## config.mk

```make
export PLATFORM = sky130hd
export DESIGN_NAME = fix_tag_field_extractor_unit
export DESIGN_NICKNAME = d
export VERILOG_FILES = /design/src/hdl/fte_pkg.sv /design/src/hdl/fte_parser.sv /design/src/hdl/fte_result_fifo.sv /design/src/hdl/fix_tag_field_extractor_unit.sv
export SDC_FILE = /design/constraint.sdc
export NUM_CORES = 1
export LEC_CHECK = 0
export BUFFER_PORTS_ARGS = -buffer_cell sky130_fd_sc_hd__buf_4
export CORE_ASPECT_RATIO = 1.25
export CORE_UTILIZATION = 40
export CTS_CLUSTER_DIAMETER = 150
export CTS_CLUSTER_SIZE = 30
export DETAILED_ROUTE_END_ITERATION = 8
export HOLD_SLACK_MARGIN = 0.08
export SYNTH_ARGS = -nofsm -noshare
export SYNTH_HDL_FRONTEND = slang
export SYNTH_SLANG_ARGS = --single-unit
```

## constraint.sdc

```tcl
create_clock -name clk_i -period 9.6 [get_ports clk_i]
set_clock_uncertainty 0.1 [all_clocks]
set_input_delay 1.92 -clock clk_i [delete_from_list [all_inputs] [get_ports clk_i]]
set_output_delay 1.92 -clock clk_i [all_outputs]
set_load 0.02 [all_outputs]
```

## src/hdl/fte_pkg.sv

```systemverilog
// ============================================================================
// FIX tag extractor package
// Shared types, character constants and decode functions for the extractor.
// ============================================================================
`default_nettype none

package fte_pkg;

  // Character constants.
  localparam logic [7:0] SOH_CHAR   = 8'h01;
  localparam logic [7:0] EQ_CHAR    = 8'h3D;
  localparam logic [7:0] DIGIT_LO   = 8'h30;
  localparam logic [7:0] DIGIT_HI   = 8'h39;
  localparam int unsigned PREFIX_LEN = 5;
  localparam logic [15:0] MIN_FIX_LEN = 16'd7;
  localparam logic [15:0] LEN_MAX     = 16'hFFFF;

  // Default truncation length of a streamed value.
  localparam int unsigned MAX_VALUE_CHARS_DEF = 15;

  // Result queue depth (power of two).
  localparam int unsigned RESULT_FIFO_DEPTH = 4;

  typedef enum logic [1:0] {
    PH_FIRST = 2'd0,
    PH_TAG   = 2'd1,
    PH_VALUE = 2'd2,
    PH_SKIP  = 2'd3
  } phase_e;

  typedef enum logic [2:0] {
    TGT_TICKER = 3'd0,
    TGT_QTY    = 3'd1,
    TGT_PRICE  = 3'd2,
    TGT_TYPE   = 3'd3,
    TGT_SIDE   = 3'd4,
    TGT_NONE   = 3'd7
  } target_e;

  typedef enum logic [2:0] {
    KIND_NEW_ORDER   = 3'd0,
    KIND_CANCEL      = 3'd1,
    KIND_MODIFY      = 3'd2,
    KIND_EXEC_REPORT = 3'd3,
    KIND_MD_REQUEST  = 3'd4,
    KIND_SNAPSHOT    = 3'd5,
    KIND_INCREMENTAL = 3'd6,
    KIND_UNKNOWN     = 3'd7
  } kind_e;

  typedef enum logic [1:0] {
    SIDE_UNKNOWN = 2'd0,
    SIDE_BUY     = 2'd1,
    SIDE_SELL    = 2'd2
  } side_e;

  typedef enum logic {
    RK_VALUE   = 1'b0,
    RK_SUMMARY = 1'b1
  } rkind_e;

  // One result word as it leaves the block.
  typedef struct packed {
    rkind_e      kind;
    logic [1:0]  field_id;
    logic [7:0]  value_char;
    logic [3:0]  char_index;
    logic        is_fix;
    kind_e       msg_kind;
    side_e       side_code;
    logic        found_ticker;
    logic        found_quantity;
    logic        found_price;
    logic [15:0] payload_length;
    logic        last_of_run;
  } result_t;

  // Expected character at each position of the "8=FIX" prefix.
  function automatic logic [7:0] prefix_char(input logic [2:0] pos);
    logic [7:0] c;
    unique case (pos)
      3'd0:    c = 8'h38;
      3'd1:    c = 8'h3D;
      3'd2:    c = 8'h46;
      3'd3:    c = 8'h49;
      3'd4:    c = 8'h58;
      default: c = 8'h00;
    endcase
    return c;
  endfunction

  // Map a two-digit tag number to the field it feeds.
  function automatic target_e target_of_tag(input logic [6:0] tag);
    target_e t;
    unique case (tag)
      7'd55:   t = TGT_TICKER;
      7'd38:   t = TGT_QTY;
      7'd44:   t = TGT_PRICE;
      7'd35:   t = TGT_TYPE;
      7'd54:   t = TGT_SIDE;
      default: t = TGT_NONE;
    endcase
    return t;
  endfunction

  // Message type: only a single character is recognized.
  function automatic kind_e classify_type(input logic [7:0] c, input logic [1:0] len);
    kind_e k;
    if (len != 2'd1) begin
      k = KIND_UNKNOWN;
    end else begin
      unique case (c)
        8'h44:   k = KIND_NEW_ORDER;
        8'h46:   k = KIND_CANCEL;
        8'h47:   k = KIND_MODIFY;
        8'h38:   k = KIND_EXEC_REPORT;
        8'h56:   k = KIND_MD_REQUEST;
        8'h57:   k = KIND_SNAPSHOT;
        8'h58:   k = KIND_INCREMENTAL;
        default: k = KIND_UNKNOWN;
      endcase
    end
    return k;
  endfunction

  // Side: a single '1' or '2'.
  function automatic side_e classify_side(input logic [7:0] c, input logic [1:0] len);
    side_e s;
    s = SIDE_UNKNOWN;
    if (len == 2'd1) begin
      if (c == 8'h31) s = SIDE_BUY;
      else if (c == 8'h32) s = SIDE_SELL;
    end
    return s;
  endfunction

endpackage

`default_nettype wire

```

## src/hdl/fte_parser.sv

```systemverilog
// ============================================================================
// FIX tag extractor parser
// Per-byte tag/value parse state and result generation, one byte per cycle while step_i is high.
// ============================================================================
`default_nettype none

module fte_parser import fte_pkg::*; #(
  parameter int unsigned MaxValueChars = MAX_VALUE_CHARS_DEF
) (
  input  wire logic       clk_i,
  input  wire logic       rst_ni,
  input  wire logic       step_i,
  input  wire logic [7:0] byte_i,
  input  wire logic       last_i,
  output result_t         res_a_o,
  output result_t         res_b_o,
  output logic [1:0]      push_cnt_o
);

  localparam logic [3:0] MaxChars = 4'(MaxValueChars);

  logic [2:0]  prefix_pos_q, prefix_pos_d;
  logic        prefix_good_q, prefix_good_d;
  logic [15:0] byte_count_q, byte_count_d;
  phase_e      phase_q, phase_d;
  logic [6:0]  tag_number_q, tag_number_d;
  logic [1:0]  tag_digits_q, tag_digits_d;
  target_e     target_q, target_d;
  logic [3:0]  vcount_q, vcount_d;
  logic [4:0]  found_q, found_d;
  logic [7:0]  type_char_q, type_char_d;
  logic [1:0]  type_len_q, type_len_d;
  logic [7:0]  side_char_q, side_char_d;
  logic [1:0]  side_len_q, side_len_d;

  target_e     match_tgt;
  logic        match_seen;
  logic        char_vld;
  logic        is_fix;
  result_t     char_res;
  result_t     sum_res;

  // Tag lookup: exactly two digits without a leading zero.
  always_comb begin
    match_tgt = TGT_NONE;
    if (tag_digits_q == 2'd2 && tag_number_q >= 7'd10) begin
      match_tgt = target_of_tag(tag_number_q);
    end
    match_seen = |(found_q & (5'b1 << match_tgt));
  end

  // Next state after this byte has been parsed.
  always_comb begin
    prefix_pos_d  = prefix_pos_q;
    prefix_good_d = prefix_good_q;
    byte_count_d  = byte_count_q;
    phase_d       = phase_q;
    tag_number_d  = tag_number_q;
    tag_digits_d  = tag_digits_q;
    target_d      = target_q;
    vcount_d      = vcount_q;
    found_d       = found_q;
    type_char_d   = type_char_q;
    type_len_d    = type_len_q;
    side_char_d   = side_char_q;
    side_len_d    = side_len_q;

    if (byte_count_q != LEN_MAX) byte_count_d = byte_count_q + 16'd1;

    if (prefix_pos_q < 3'(PREFIX_LEN)) begin
      if (byte_i != prefix_char(prefix_pos_q)) prefix_good_d = 1'b0;
      prefix_pos_d = prefix_pos_q + 3'd1;
    end

    if (byte_i == SOH_CHAR) begin
      phase_d      = PH_TAG;
      tag_number_d = 7'd0;
      tag_digits_d = 2'd0;
      target_d     = TGT_NONE;
      vcount_d     = 4'd0;
    end else begin
      unique case (phase_q)
        PH_TAG: begin
          if (byte_i >= DIGIT_LO && byte_i <= DIGIT_HI) begin
            if (tag_digits_q < 2'd2) begin
              tag_number_d = tag_number_q * 7'd10 + {3'b000, byte_i[3:0]};
            end
            if (tag_digits_q < 2'd3) tag_digits_d = tag_digits_q + 2'd1;
          end else if (byte_i == EQ_CHAR) begin
            if (prefix_good_d && match_tgt != TGT_NONE && !match_seen) begin
              found_d  = found_q | (5'b1 << match_tgt);
              target_d = match_tgt;
              vcount_d = 4'd0;
              phase_d  = PH_VALUE;
            end else begin
              phase_d = PH_SKIP;
            end
          end else begin
            phase_d = PH_SKIP;
          end
        end
        PH_VALUE: begin
          if (target_q == TGT_TICKER || target_q == TGT_QTY || target_q == TGT_PRICE) begin
            if (vcount_q < MaxChars) vcount_d = vcount_q + 4'd1;
          end else if (target_q == TGT_TYPE) begin
            if (type_len_q == 2'd0) type_char_d = byte_i;
            if (type_len_q < 2'd2) type_len_d = type_len_q + 2'd1;
          end else if (target_q == TGT_SIDE) begin
            if (side_len_q == 2'd0) side_char_d = byte_i;
            if (side_len_q < 2'd2) side_len_d = side_len_q + 2'd1;
          end
        end
        default: begin
        end
      endcase
    end
  end

  // Results: a value character, then the summary when the payload ends.
  always_comb begin
    char_vld = step_i && byte_i != SOH_CHAR && phase_q == PH_VALUE &&
               (target_q == TGT_TICKER || target_q == TGT_QTY || target_q == TGT_PRICE) &&
               vcount_q < MaxChars;

    char_res            = '0;
    char_res.kind       = RK_VALUE;
    char_res.field_id   = target_q[1:0];
    char_res.value_char = byte_i;
    char_res.char_index = vcount_q;
    char_res.msg_kind   = KIND_NEW_ORDER;
    char_res.side_code  = SIDE_UNKNOWN;

    is_fix                 = prefix_good_d && byte_count_d >= MIN_FIX_LEN;
    sum_res                = '0;
    sum_res.kind           = RK_SUMMARY;
    sum_res.is_fix         = is_fix;
    sum_res.msg_kind       = is_fix ? classify_type(type_char_d, type_len_d) : KIND_UNKNOWN;
    sum_res.side_code      = is_fix ? classify_side(side_char_d, side_len_d) : SIDE_UNKNOWN;
    sum_res.found_ticker   = is_fix && found_d[TGT_TICKER];
    sum_res.found_quantity = is_fix && found_d[TGT_QTY];
    sum_res.found_price    = is_fix && found_d[TGT_PRICE];
    sum_res.payload_length = byte_count_d;
    sum_res.last_of_run    = 1'b1;

    res_a_o    = char_vld ? char_res : sum_res;
    res_b_o    = sum_res;
    push_cnt_o = {1'b0, char_vld} + {1'b0, step_i && last_i};
  end

  // Parse state; everything returns to its reset value after a summary.
  always_ff @(posedge clk_i or negedge rst_ni) begin
    if (!rst_ni) begin
      prefix_pos_q  <= 3'd0;
      prefix_good_q <= 1'b1;
      byte_count_q  <= 16'd0;
      phase_q       <= PH_FIRST;
      tag_number_q  <= 7'd0;
      tag_digits_q  <= 2'd0;
      target_q      <= TGT_NONE;
      vcount_q      <= 4'd0;
      found_q       <= 5'd0;
      type_char_q   <= 8'd0;
      type_len_q    <= 2'd0;
      side_char_q   <= 8'd0;
      side_len_q    <= 2'd0;
    end else if (step_i) begin
      if (last_i) begin
        prefix_pos_q  <= 3'd0;
        prefix_good_q <= 1'b1;
        byte_count_q  <= 16'd0;
        phase_q       <= PH_FIRST;
        tag_number_q  <= 7'd0;
        tag_digits_q  <= 2'd0;
        target_q      <= TGT_NONE;
        vcount_q      <= 4'd0;
        found_q       <= 5'd0;
        type_char_q   <= 8'd0;
        type_len_q    <= 2'd0;
        side_char_q   <= 8'd0;
        side_len_q    <= 2'd0;
      end else begin
        prefix_pos_q  <= prefix_pos_d;
        prefix_good_q <= prefix_good_d;
        byte_count_q  <= byte_count_d;
        phase_q       <= phase_d;
        tag_number_q  <= tag_number_d;
        tag_digits_q  <= tag_digits_d;
        target_q      <= target_d;
        vcount_q      <= vcount_d;
        found_q       <= found_d;
        type_char_q   <= type_char_d;
        type_len_q    <= type_len_d;
        side_char_q   <= side_char_d;
        side_len_q    <= side_len_d;
      end
    end
  end

endmodule

`default_nettype wire

```

## src/hdl/fte_result_fifo.sv

```systemverilog
// ============================================================================
// FIX tag extractor result queue
// Small register queue that takes up to two results a cycle and hands out one while the output is ready.
// ============================================================================
`default_nettype none

module fte_result_fifo import fte_pkg::*; (
  input  wire logic       clk_i,
  input  wire logic       rst_ni,
  input  wire logic [1:0] push_cnt_i,
  input  wire result_t    wdata_a_i,
  input  wire result_t    wdata_b_i,
  output logic            room2_o,
  output logic            out_valid_o,
  input  wire logic       out_ready_i,
  output result_t         rdata_o
);

  localparam int unsigned PtrW = $clog2(RESULT_FIFO_DEPTH);
  localparam int unsigned CntW = PtrW + 1;

  result_t            mem_q [RESULT_FIFO_DEPTH];
  logic [PtrW-1:0]    wr_ptr_q, wr_ptr_d;
  logic [PtrW-1:0]    rd_ptr_q, rd_ptr_d;
  logic [CntW-1:0]    count_q, count_d;
  logic [PtrW-1:0]    wr_ptr_b;
  logic               pop;

  // Pointer and fill-count bookkeeping.
  always_comb begin
    pop      = out_valid_o && out_ready_i;
    wr_ptr_b = wr_ptr_q + PtrW'(1);
    wr_ptr_d = wr_ptr_q + PtrW'(push_cnt_i);
    rd_ptr_d = rd_ptr_q + PtrW'(pop);
    count_d  = count_q + CntW'(push_cnt_i) - CntW'(pop);
  end

  assign room2_o     = count_q <= CntW'(RESULT_FIFO_DEPTH - 2);
  assign out_valid_o = count_q != '0;
  assign rdata_o     = mem_q[rd_ptr_q];

  always_ff @(posedge clk_i or negedge rst_ni) begin
    if (!rst_ni) begin
      wr_ptr_q <= '0;
      rd_ptr_q <= '0;
      count_q  <= '0;
    end else begin
      wr_ptr_q <= wr_ptr_d;
      rd_ptr_q <= rd_ptr_d;
      count_q  <= count_d;
    end
  end

  // Storage: the first result goes to the write pointer, a second one after it.
  always_ff @(posedge clk_i) begin
    if (push_cnt_i != 2'd0) mem_q[wr_ptr_q] <= wdata_a_i;
    if (push_cnt_i == 2'd2) mem_q[wr_ptr_b] <= wdata_b_i;
  end

endmodule

`default_nettype wire

```

## src/hdl/fix_tag_field_extractor_unit.sv

```systemverilog
// ============================================================================
// FIX tag field extractor
// Streams ticker, quantity and price characters and a per-message summary.
// ============================================================================
// The unit takes one payload byte per cycle while the result queue has room for
// two results. A byte is registered on entry, parsed once the queue has that room,
// and its results are written to a four-entry result queue. Most bytes produce at
// most one result; the final byte of a payload that is also a streamed value
// character produces two results. Since the output hands out at most one result
// per cycle, and only while out_ready_i is high, the input stalls whenever the
// queue cannot take two more results.
`default_nettype none

module fix_tag_field_extractor_unit import fte_pkg::*; #(
  parameter int unsigned MaxValueChars = MAX_VALUE_CHARS_DEF
) (
  input  wire logic        clk_i,
  input  wire logic        rst_ni,
  input  wire logic        in_valid_i,
  output logic             in_ready_o,
  input  wire logic [7:0]  payload_byte_i,
  input  wire logic        end_of_payload_i,
  output logic             out_valid_o,
  input  wire logic        out_ready_i,
  output logic             result_kind_o,
  output logic [1:0]       field_id_o,
  output logic [7:0]       value_char_o,
  output logic [3:0]       char_index_o,
  output logic             is_fix_o,
  output logic [2:0]       msg_kind_o,
  output logic [1:0]       side_code_o,
  output logic             found_ticker_o,
  output logic             found_quantity_o,
  output logic             found_price_o,
  output logic [15:0]      payload_length_o,
  output logic             last_of_run_o
);

  logic       st_vld_q, st_vld_d;
  logic [7:0] st_byte_q;
  logic       st_last_q;
  logic       room2;
  logic       step;
  logic       in_acc;
  logic [1:0] push_cnt;
  result_t    res_a;
  result_t    res_b;
  result_t    head;

  // Input stage: a word moves on when the queue has room for two results.
  assign step       = st_vld_q && room2;
  assign in_ready_o = !st_vld_q || room2;
  assign in_acc     = in_valid_i && in_ready_o;

  always_comb begin
    st_vld_d = st_vld_q;
    if (in_acc) st_vld_d = 1'b1;
    else if (step) st_vld_d = 1'b0;
  end

  always_ff @(posedge clk_i or negedge rst_ni) begin
    if (!rst_ni) begin
      st_vld_q <= 1'b0;
    end else begin
      st_vld_q <= st_vld_d;
    end
  end

  always_ff @(posedge clk_i) begin
    if (in_acc) begin
      st_byte_q <= payload_byte_i;
      st_last_q <= end_of_payload_i;
    end
  end

  fte_parser #(
    .MaxValueChars(MaxValueChars)
  ) u_parser (
    .clk_i     (clk_i),
    .rst_ni    (rst_ni),
    .step_i    (step),
    .byte_i    (st_byte_q),
    .last_i    (st_last_q),
    .res_a_o   (res_a),
    .res_b_o   (res_b),
    .push_cnt_o(push_cnt)
  );

  fte_result_fifo u_fifo (
    .clk_i      (clk_i),
    .rst_ni     (rst_ni),
    .push_cnt_i (push_cnt),
    .wdata_a_i  (res_a),
    .wdata_b_i  (res_b),
    .room2_o    (room2),
    .out_valid_o(out_valid_o),
    .out_ready_i(out_ready_i),
    .rdata_o    (head)
  );

  // Result word onto the output ports.
  assign result_kind_o    = head.kind;
  assign field_id_o       = head.field_id;
  assign value_char_o     = head.value_char;
  assign char_index_o     = head.char_index;
  assign is_fix_o         = head.is_fix;
  assign msg_kind_o       = head.msg_kind;
  assign side_code_o      = head.side_code;
  assign found_ticker_o   = head.found_ticker;
  assign found_quantity_o = head.found_quantity;
  assign found_price_o    = head.found_price;
  assign payload_length_o = head.payload_length;
  assign last_of_run_o    = head.last_of_run;

endmodule

`default_nettype wire
```

Yosys cells after proc, flatten, opt, wreduce, memory -nomap -nowiden. Memories as Yosys holds them, arrays and structs flattened. Index checks and enable logic that the tools add are counted.

Reduce and logical (&&, ||, !) cells: 47. Multiplexer cells: 87. $lt $le $gt $ge: 11. Shift operators: 1. $mul: 1. Equal/unequal tests: 42. $add $sub $neg: 13. Bitwise logic cells: 2.

Operators by type and width (count): two-way mux 8 bit (14); two-way mux 2 bit (26); == test 8 x 7 -> 1 bit (second input constant) (6); two-way mux 41 bit (1); == test 7 x 6 -> 1 bit (second input constant) (5); two-way mux 7 bit (5); one-hot mux 7 bit (5 select lines) (1); two-way mux 3 bit (11); == test 8 x 6 -> 1 bit (second input constant) (4); two-way mux 16 bit (2); two-way mux 5 bit (6); two-way mux 4 bit (7); one-hot mux 3 bit (7 select lines) (1); nonzero test 3 bit (7); adder 16 x 1 -> 16 bit (second input constant) (1); >= comparator 16 x 3 -> 1 bit (second input constant) (1); logical AND 1 bit (16); != test 16 bit (second input constant) (1); one-hot mux 3 bit (5 select lines) (1); == test 3 x 2 -> 1 bit (second input constant) (4); != test 4 x 3 -> 1 bit (second input constant) (3); nonzero test 2 bit (6); two-way mux 1 bit (11); adder 2 x 1 -> 2 bit (second input constant) (4); other kinds (44) (60).

Bits of input ports: 13. Memories: 1. Flip-flop bits (word level): 80. Output and inout port bits: 43. Bits in writable memories: 164.

Memories: u_fifo.mem_q (words 4, width 41, rd ports 1, clocked after memory_dff 0, write ports 2, RTL line fte_result_fifo.sv:22) `result_t mem_q [RESULT_FIFO_DEPTH];`.

Depth between registers and ports, before layout. Gate-level depths: netlist of run 1.

Depth after elaboration: 15. Depth in mapped cells: 13. Depth with buffers taken out: 13.

Cells and area by module. From an unflattened synthesis of run 1, not the netlist that was laid out.

Cells, all modules: 1079. Area, all modules: 13848.3 µm².

By module, submodules not included: fte_result_fifo (seq. area each 5099.9 µm², cells an instance 445, area an instance 8413.1 µm², times used 1); fte_parser (seq. area each 1581.5 µm², cells an instance 620, area an instance 5104.9 µm², times used 1); fix_tag_field_extractor_unit (seq. area each 295.3 µm², cells an instance 14, area an instance 330.3 µm², times used 1).

Worst setup path after synthesis of run 1. OpenSTA, ideal clock, no wires.

Kind: register to output. From: register u_fifo.rd_ptr_q[0]. To: output result_kind_o. Stages on the path, launching flop included: 5. Required time: 7580 ps. Arrival time: 1851 ps. Slack: 5729 ps. Buffers on the path: 3. Cells stage by stage: dfrtp_1 > clkbuf_1 > buf_1 > mux4_2 > buf_4.

Longest elaborated chain between the ends: 1.

Ends and longest elaborated chain: start, declared (RTL line fte_result_fifo.sv:24) `logic [PtrW-1:0] rd_ptr_q, rd_ptr_d;`; start signal, assigned (RTL line fte_result_fifo.sv:49) `rd_ptr_q <= rd_ptr_d;`; memory read (4 x 41 bit); end, declared (RTL line fix_tag_field_extractor_unit.sv:25) `output logic result_kind_o,`.

No other way between the ends.

Worst setup path after layout of run 1.
From: register u_fifo.rd_ptr_q[0]. To: output side_code_o[0].

Longest elaborated chain between the ends: 1.

Ends and longest elaborated chain: memory read (4 x 41 bit); end, declared (RTL line fix_tag_field_extractor_unit.sv:31) `output logic [1:0] side_code_o,`.

No other way between the ends.

==> metrics, run 1 <==
overflow left after global routing=0; hold crit path type=flip-flop to flip-flop; Syn Nets=1050; clk sinks=240; Setup Buffers After CTS=0; RSZ-0062 raised after global routing=false; WL/cell=19.85 um; DRC Markers=0; ys async rst share=0.2958; Core Region=0.02840 mm^2; clock tree buffer depth=3; sequential element share of the synthesized area=0.5415; CP Launch Type=flip-flop; Synth area leaders=edfxtp_1 28%, dfrtp_1 15%, dfxtp_1 10%; root buffer cell=clkbuf_16; Worst Path Max Fanout=41; worst-path cell chain=buf_4 -> mux4_2 -> buf_4; initial antenna violation count=0; Worst-Skew Late Latency=490 ps; CP max-delay cell=mux4_2; most common cell after layout, fill and taps aside=nor2_1; Initial Util=0.4067; first-pass GRT wire length=44550 um; total CTS buffers=11; Resized cells post-CTS=0; top-area cell type share of the netlist area=0.2833; Crit path top cell by count=buf_4; IO Count=56; number of hold buffers added after cts=0; status=finished, final reports clean; row cnt=69; Final Hold Fails=0; Post-Route Setup TNS=0 ps; WS Path Type=flip-flop to output pin; Cell variety after synth=82; Synth warnings=0; Tmin final=4386 ps; CTS clk-pin slew, worst paths=110 ps; flops & latches, synth=240; final wirelength=27430 um; cell area after synthesis=0.01155 mm^2; Layout Nets=1064; Slew Limit Fails=0; most frequent cells in the layout=113 x nor2_1, 109 x edfxtp_1, 86 x nand2_1, 68 x buf_4, 65 x dfrtp_1; DP HPWL=18110 um; share of cells above drive strength 1=0.1441; DR iter-0 viols=555; IR drop worst, VDD=0.1250 mV; WP buf/inv=2; vias=8084; H-tree depth=1; TritonCTS clock tree=done; Die Ht=192.0 um; Tightest Pin Transition=1170 ps; area delta synth->final=8.492%; max-cap violations=0; Die Span X=154 um; syn avg cell area=11.45 um^2; WP data required=7580 ps; max incr delay on CP=680 ps; Global Route Usage Sum=0.1910; Post-Route Utilization=0.4413; crit end category=output pin; DRT Pass-1 Iters=5; Tcrit/Tclk final=0.4568; Fmax=228.0 MHz; Syn Inst Count=1009; Filler cells=2609; number of global-route vias before repair=8094; IO buf count=55; routed vias/inst=5.849; Most used DFF post-synth=edfxtp_1; Max-slew headroom=0.2190; Arr. time, crit path=2370 ps; number of routed nets with antenna violations=0; pwr/cell area=255.2 mW/mm^2; total power draw=3.199 mW; Final Setup Violations=0; die area=0.02957 mm^2; Pleak=4.613 nW; Yosys top cell by area=edfxtp_1; largest net degree at the start of global routing=69; Post-synth EDFFs=109; CP delay by family, top=buffers and inverters; antenna fix cells=0; gpl congestion=0.8281
-- stage by stage --
step	setup slack (ps)	hold WS, ps	area, um^2	std cells
6_report	5214	360.8	12530	1382
3_3_place_gp	5366	329.4	12240	1365
2_1_floorplan	5729	318.2	11550	1009
5_1_grt	4957	370.7	12530	1382
3_5_place_dp	5241	342.4	12240	1365
4_1_cts	5136	358.6	12530	1382
-- final cells by class --
cell class,count,area [um^2],share of cell area
timing repair buffer,68,510.5,0.04073
tap,355,444.2,0.03544
multi-input combinational,669,4898,0.3908
inverter,33,123.9,0.009883
clock buffer,17,297.8,0.02376
sequential,240,6259,0.4993
-- registers in the layout, indices dropped and copies added, names as in the netlist, 3 cells and up --
register	count
st_byte_q	8
u_parser.vcount_q	4
u_parser.target_q	3
u_parser.side_char_q	8
u_parser.found_q	5
u_parser.byte_count_q	16
u_parser.type_char_q	8
u_fifo.mem_q	160
u_parser.tag_number_q	7
u_parser.prefix_pos_q	3
u_fifo.count_q	3
-- cell usage after synthesis (7+ instances only) --
cell	instances
ha_1	25
nor2b_1	7
and3_1	7
mux2i_1	9
a22oi_1	18
nand3_1	18
nor3_1	34
nand2_1	86
xnor2_1	12
edfxtp_1	109
dfxtp_1	60
a22o_1	59
o21ai_0	58
nor2_1	113
mux4_2	40
and2_1	9
nand4_1	10
a21oi_1	25
o22ai_1	10
clkbuf_1	51
nand2b_1	14
inv_1	32
xor2_1	8
dfrtp_1	67
-- final timing paths --
path / startpoint / to / slack (ps) / cells after the start
hold reg to reg: u_fifo.mem_q[0][0] / u_fifo.mem_q[0][0] / 360 / 2
min in group asynchronous: rst_ni / u_parser.byte_count_q[8] / 1110 / 1
setup reg to reg: st_byte_q[2] / u_fifo.mem_q[1][3] / 5260 / 9
hold / removal: u_fifo.mem_q[0][0] / u_fifo.mem_q[0][0] / 360 / 2
setup / recovery: u_fifo.rd_ptr_q[0] / side_code_o[0] / 5210 / 3
max in group asynchronous: rst_ni / u_fifo.rd_ptr_q[0] / 7120 / 2
-- cells by family after synthesis --
| family | synth area share |
|---|---|
| and+or+nand+nor | 0.1449 |
| adders and majority gates | 0.03228 |
| muxes | 0.08968 |
| DFF | 0.5415 |
| AOI/OAI and AO/OA | 0.1410 |
| xor gates and xnor gates | 0.01516 |
| buffers and inverters | 0.03542 |
-- routing by layer --
metal	GRT usage	routed length, um	vias to the layer above
li1	-	-	3782
met1	0.2534	12170	4047
met2	0.3318	13520	222
met3	0.01670	1161	33
met4	0.05808	578	0
met5	0	0	-
-- worst register-to-register path, stage by stage, from the launching register on --
cell and delay [ps]:
edfxtp_1 830, nor2_1 160, nand4_1 320, nand3b_1 360
inv_1 140, ha_1 270, inv_1 110, o21ai_0 240
nand2b_1 420, inv_1 990
-- power breakdown --
group	leakage, nW	internal [mW]	switching, mW
registers	2.32	1.25	0.214
clock network	0.143	0.219	0.311
logic	2.15	0.508	0.697
total	4.61	1.98	1.22
No activity file was read; power rests on OpenSTA's default activity.
==> run 2: changes to the inputs <==
--- a/config.mk
+++ b/config.mk
@@ -5,6 +5,7 @@
 export SDC_FILE = /design/constraint.sdc
 export NUM_CORES = 1
 export LEC_CHECK = 0
+export ABC_AREA = 1
 export BUFFER_PORTS_ARGS = -buffer_cell sky130_fd_sc_hd__buf_4
 export CORE_ASPECT_RATIO = 1.25
 export CORE_UTILIZATION = 40
==> constraint.sdc (replaced) <==
create_clock -name clk_i -period 4.3 [get_ports clk_i]
set_clock_uncertainty 0.1 [all_clocks]
set_input_delay 0.86 -clock clk_i [delete_from_list [all_inputs] [get_ports clk_i]]
set_output_delay 0.86 -clock clk_i [all_outputs]
set_load 0.02 [all_outputs]
==> run 2 against run 1 <==
Hold slack better by 0.82 ps; largest power group is now combinational logic; core utilization is 0.38 points higher; synthesized cell count is 46% higher; total power grew to 2.8 times the previous value; area after synthesis is 5.7% higher; critical path type is now flip-flop to flip-flop; clock-buffer cell count stayed put; via count is 25% higher.
==> metrics, run 2 <==
status=finished, final reports clean; Syn Inst Count=1471 (+46%); Post-Route Utilization=0.4450 (+0.003779); root buffer cell=clkbuf_16; Post-synth EDFFs=109 (unchanged); Final Hold Fails=0 (unchanged); Initial Util=0.4066 (about the same); IR drop worst, VDD=0.3233 mV (+160%); cell area after synthesis=0.01221 mm^2 (+5.7%); CP Launch Type=flip-flop; top-count cell post-synth=nand2_1; worst slack, placed=486.3 ps (-4755 ps); Die Span X=158.3 um (+2.8%); sequential element share of the synthesized area=0.5124 (-0.02914); Reg with most FFs=u_fifo.mem_q; number of hold buffers added after cts=0 (unchanged); Tightest Pin Transition=1221 ps (+51.23 ps); Max-slew headroom=0.1848 (-0.03419); max-cap violations=0 (unchanged); Die Ht=197.3 um (+2.8%); non-filler cells, final=1910 (+38%); Final Setup Violations=0 (unchanged); DRC Markers=0 (unchanged); clock tree buffer depth=3 (unchanged); crit end category=flip-flop; worst-path cell chain=nor2_4 -> nand2_1 -> nor2_4 -> nor2_2 -> nand2_1 -> inv_1 -> ha_1 -> inv_1 -> nor3_1 -> o21ai_2 -> inv_1 -> nand2_4 -> nor2_1; Worst-Skew Late Latency=490 ps (about the same); most common cell after layout, fill and taps aside=nand2_1; Synth top cells by count=277 x nand2_1, 206 x nor2_1, 191 x inv_1; TritonCTS clock tree=done; DP HPWL=22670 um (+25%); r2r endpoint=u_fifo.mem_q[3][20]; Global Route Usage Sum=0.2158 (+0.02476); hold crit path type=flip-flop to flip-flop; Layout Nets=1546 (+45%); initial antenna violation count=0 (unchanged); gpl congestion=0.9213 (+11%); clk sinks=240 (unchanged); number of global-route vias before repair=10038 (+24%); post-route setup slack=455.9 ps (-4759 ps); WL/cell=17.12 um (-14%); share of cells above drive strength 1=0.09609 (-0.04802); Pleak=5.614 nW (+22%); Post-Route Setup TNS=0 ps (unchanged); Multi-input gate area=0.004977 mm^2 (+1.6%); CP max-delay cell=o21ai_2; CP endpoint=u_fifo.mem_q[3][20]; antenna fix cells=0 (unchanged); Core Region=0.03003 mm^2 (+5.7%); largest net degree at the start of global routing=72 (+4.3%); placed cells=1893 (+39%); number of routed nets with antenna violations=0 (unchanged); Arr. time, crit path=3990 ps (+1620 ps); Syn Nets=1512 (+44%); cells on worst reg2reg path=13 (+4); crit path from=st_byte_q[1]; flops & latches, synth=240 (unchanged); area delta synth->final=9.449%; DRT Pass-1 Iters=7 (+2); Synth warnings=0 (unchanged); die area=0.03123 mm^2 (+5.6%); Resized cells post-CTS=0 (unchanged); Worst Path Max Fanout=18 (-56%); Tmin final=3844 ps; IO buf count=55 (unchanged); RR Startpoint=st_byte_q[1]; WS Path Type=flip-flop to flip-flop; pwr/cell area=678.8 mW/mm^2 (+170%); routed vias/inst=5.277 (-9.8%); H-tree depth=1 (unchanged); IO Count=56 (unchanged); overflow left after global routing=0 (unchanged); most frequent cells in the layout=277 x nand2_1, 206 x nor2_1, 190 x inv_1, 109 x o22ai_1, 109 x edfxtp_1; first-pass GRT wire length=52420 um (+18%); Yosys top cell by area=edfxtp_1; ys async rst share=0.2958 (unchanged); final wirelength=32710 um (+19%); top-area cell type share of the netlist area=0.2681 (-0.01524); row cnt=71 (+2.9%); Tcrit/Tclk final=0.8940; Most used DFF post-synth=edfxtp_1; syn avg cell area=8.300 um^2 (-28%); vias=10079 (+25%); CTS clk-pin slew, worst paths=120 ps (about the same); register area=0.006257 mm^2 (about the same); Setup Buffers After CTS=0 (unchanged); Synth area leaders=edfxtp_1 27%, dfrtp_1 14%, dfxtp_1 9.8%; DR iter-0 viols=613 (+10%); total CTS buffers=11 (unchanged); Cell variety after synth=47 (-43%); Fmax=260.1 MHz; Filler cells=3036 (+16%); Largest register FFs=160 (unchanged); RSZ-0062 raised after global routing=false; Crit path top cell by count=inv_1; Slew Limit Fails=0 (unchanged); WP data required=4440 ps (-3140 ps); max incr delay on CP=750 ps (+70 ps); Largest regs=u_fifo.mem_q: 160 flops, u_parser.byte_count_q: 16 flops; R2R setup slack=460 ps (-4800 ps)
-- run 2: cell count changes in the layout (fill, tap and decap cells not counted), moves of 18 or more --
cell	change
a21oi_1	+50
a22o_1	-57
a22oi_1	-18
inv_1	+158
mux4_2	-40
nand2_1	+191
nand3_1	+38
nor2_1	+93
o21ai_0	+50
o22ai_1	+99
-- run 2: layout make-up --
class | count | area share
multi-input combinational | 974 | 0.3725
inverter | 202 | 0.05674
clock buffer | 17 | 0.02228
timing repair buffer | 76 | 0.04270
tap | 401 | 0.03755
sequential | 240 | 0.4683
-- run 2: how the worst min path moves through the flow --
stage	slack, ps	cells past startpoint	from	endpoint
floorplan	320	2	u_fifo.mem_q[1][0]	u_fifo.mem_q[1][0]
global placement	340	2	u_fifo.mem_q[2][0]	u_fifo.mem_q[2][0]
detailed placement	340	2	u_fifo.mem_q[1][0]	u_fifo.mem_q[1][0]
CTS	360	2	u_fifo.mem_q[1][0]	u_fifo.mem_q[1][0]
global route	390	2	u_fifo.mem_q[2][0]	u_fifo.mem_q[2][0]
finish	360	2	u_fifo.mem_q[1][0]	u_fifo.mem_q[1][0]
-- run 2: per-layer routing --
layer  GRT usage  wire, um
met3     0.01975      1108
met4     0.06766       896
met5           0         0
met2      0.4012     17130
met1      0.2581     13570
-- run 2: report_power, final --
part	total (mW)	internal (mW)	switching [mW]
combinational	4.47	1.48	2.99
clock	1.19	0.488	0.703
sequential	3.41	3.08	0.330
total	9.07	5.05	4.02
-- run 2: critical path, delay by kind of cell, from the launching register on --
kind | cells | cell delay (ps)
AO/OA/AOI/OAI | 1 | 750
adder cells (fa/ha/maj) | 1 | 300
buffers and inverters | 3 | 720
flip-flops | 1 | 520
AND/OR/NAND/NOR | 8 | 1180
-- run 2: cell families after synthesis --
family          count (synthesis)  synth area share
compound gates                312            0.1444
simple gates                  616            0.2174
fa+ha+maj                      28           0.03054
flops                         240            0.5124
xor+xnor                       18           0.01353
buf+inv                       257           0.08178
-- run 2: per-stage QoR --
stage | cell area [um^2] | power, mW | hold slack [ps]
detailed placement | 13070 | 7.956 | 335.5
CTS | 13360 | 9.147 | 361.6
finish | 13360 | 9.070 | 361.6
global route | 13360 | 9.786 | 393.1
global placement | 13070 | 7.889 | 338.0
floorplan | 12210 | 6.417 | 321.5
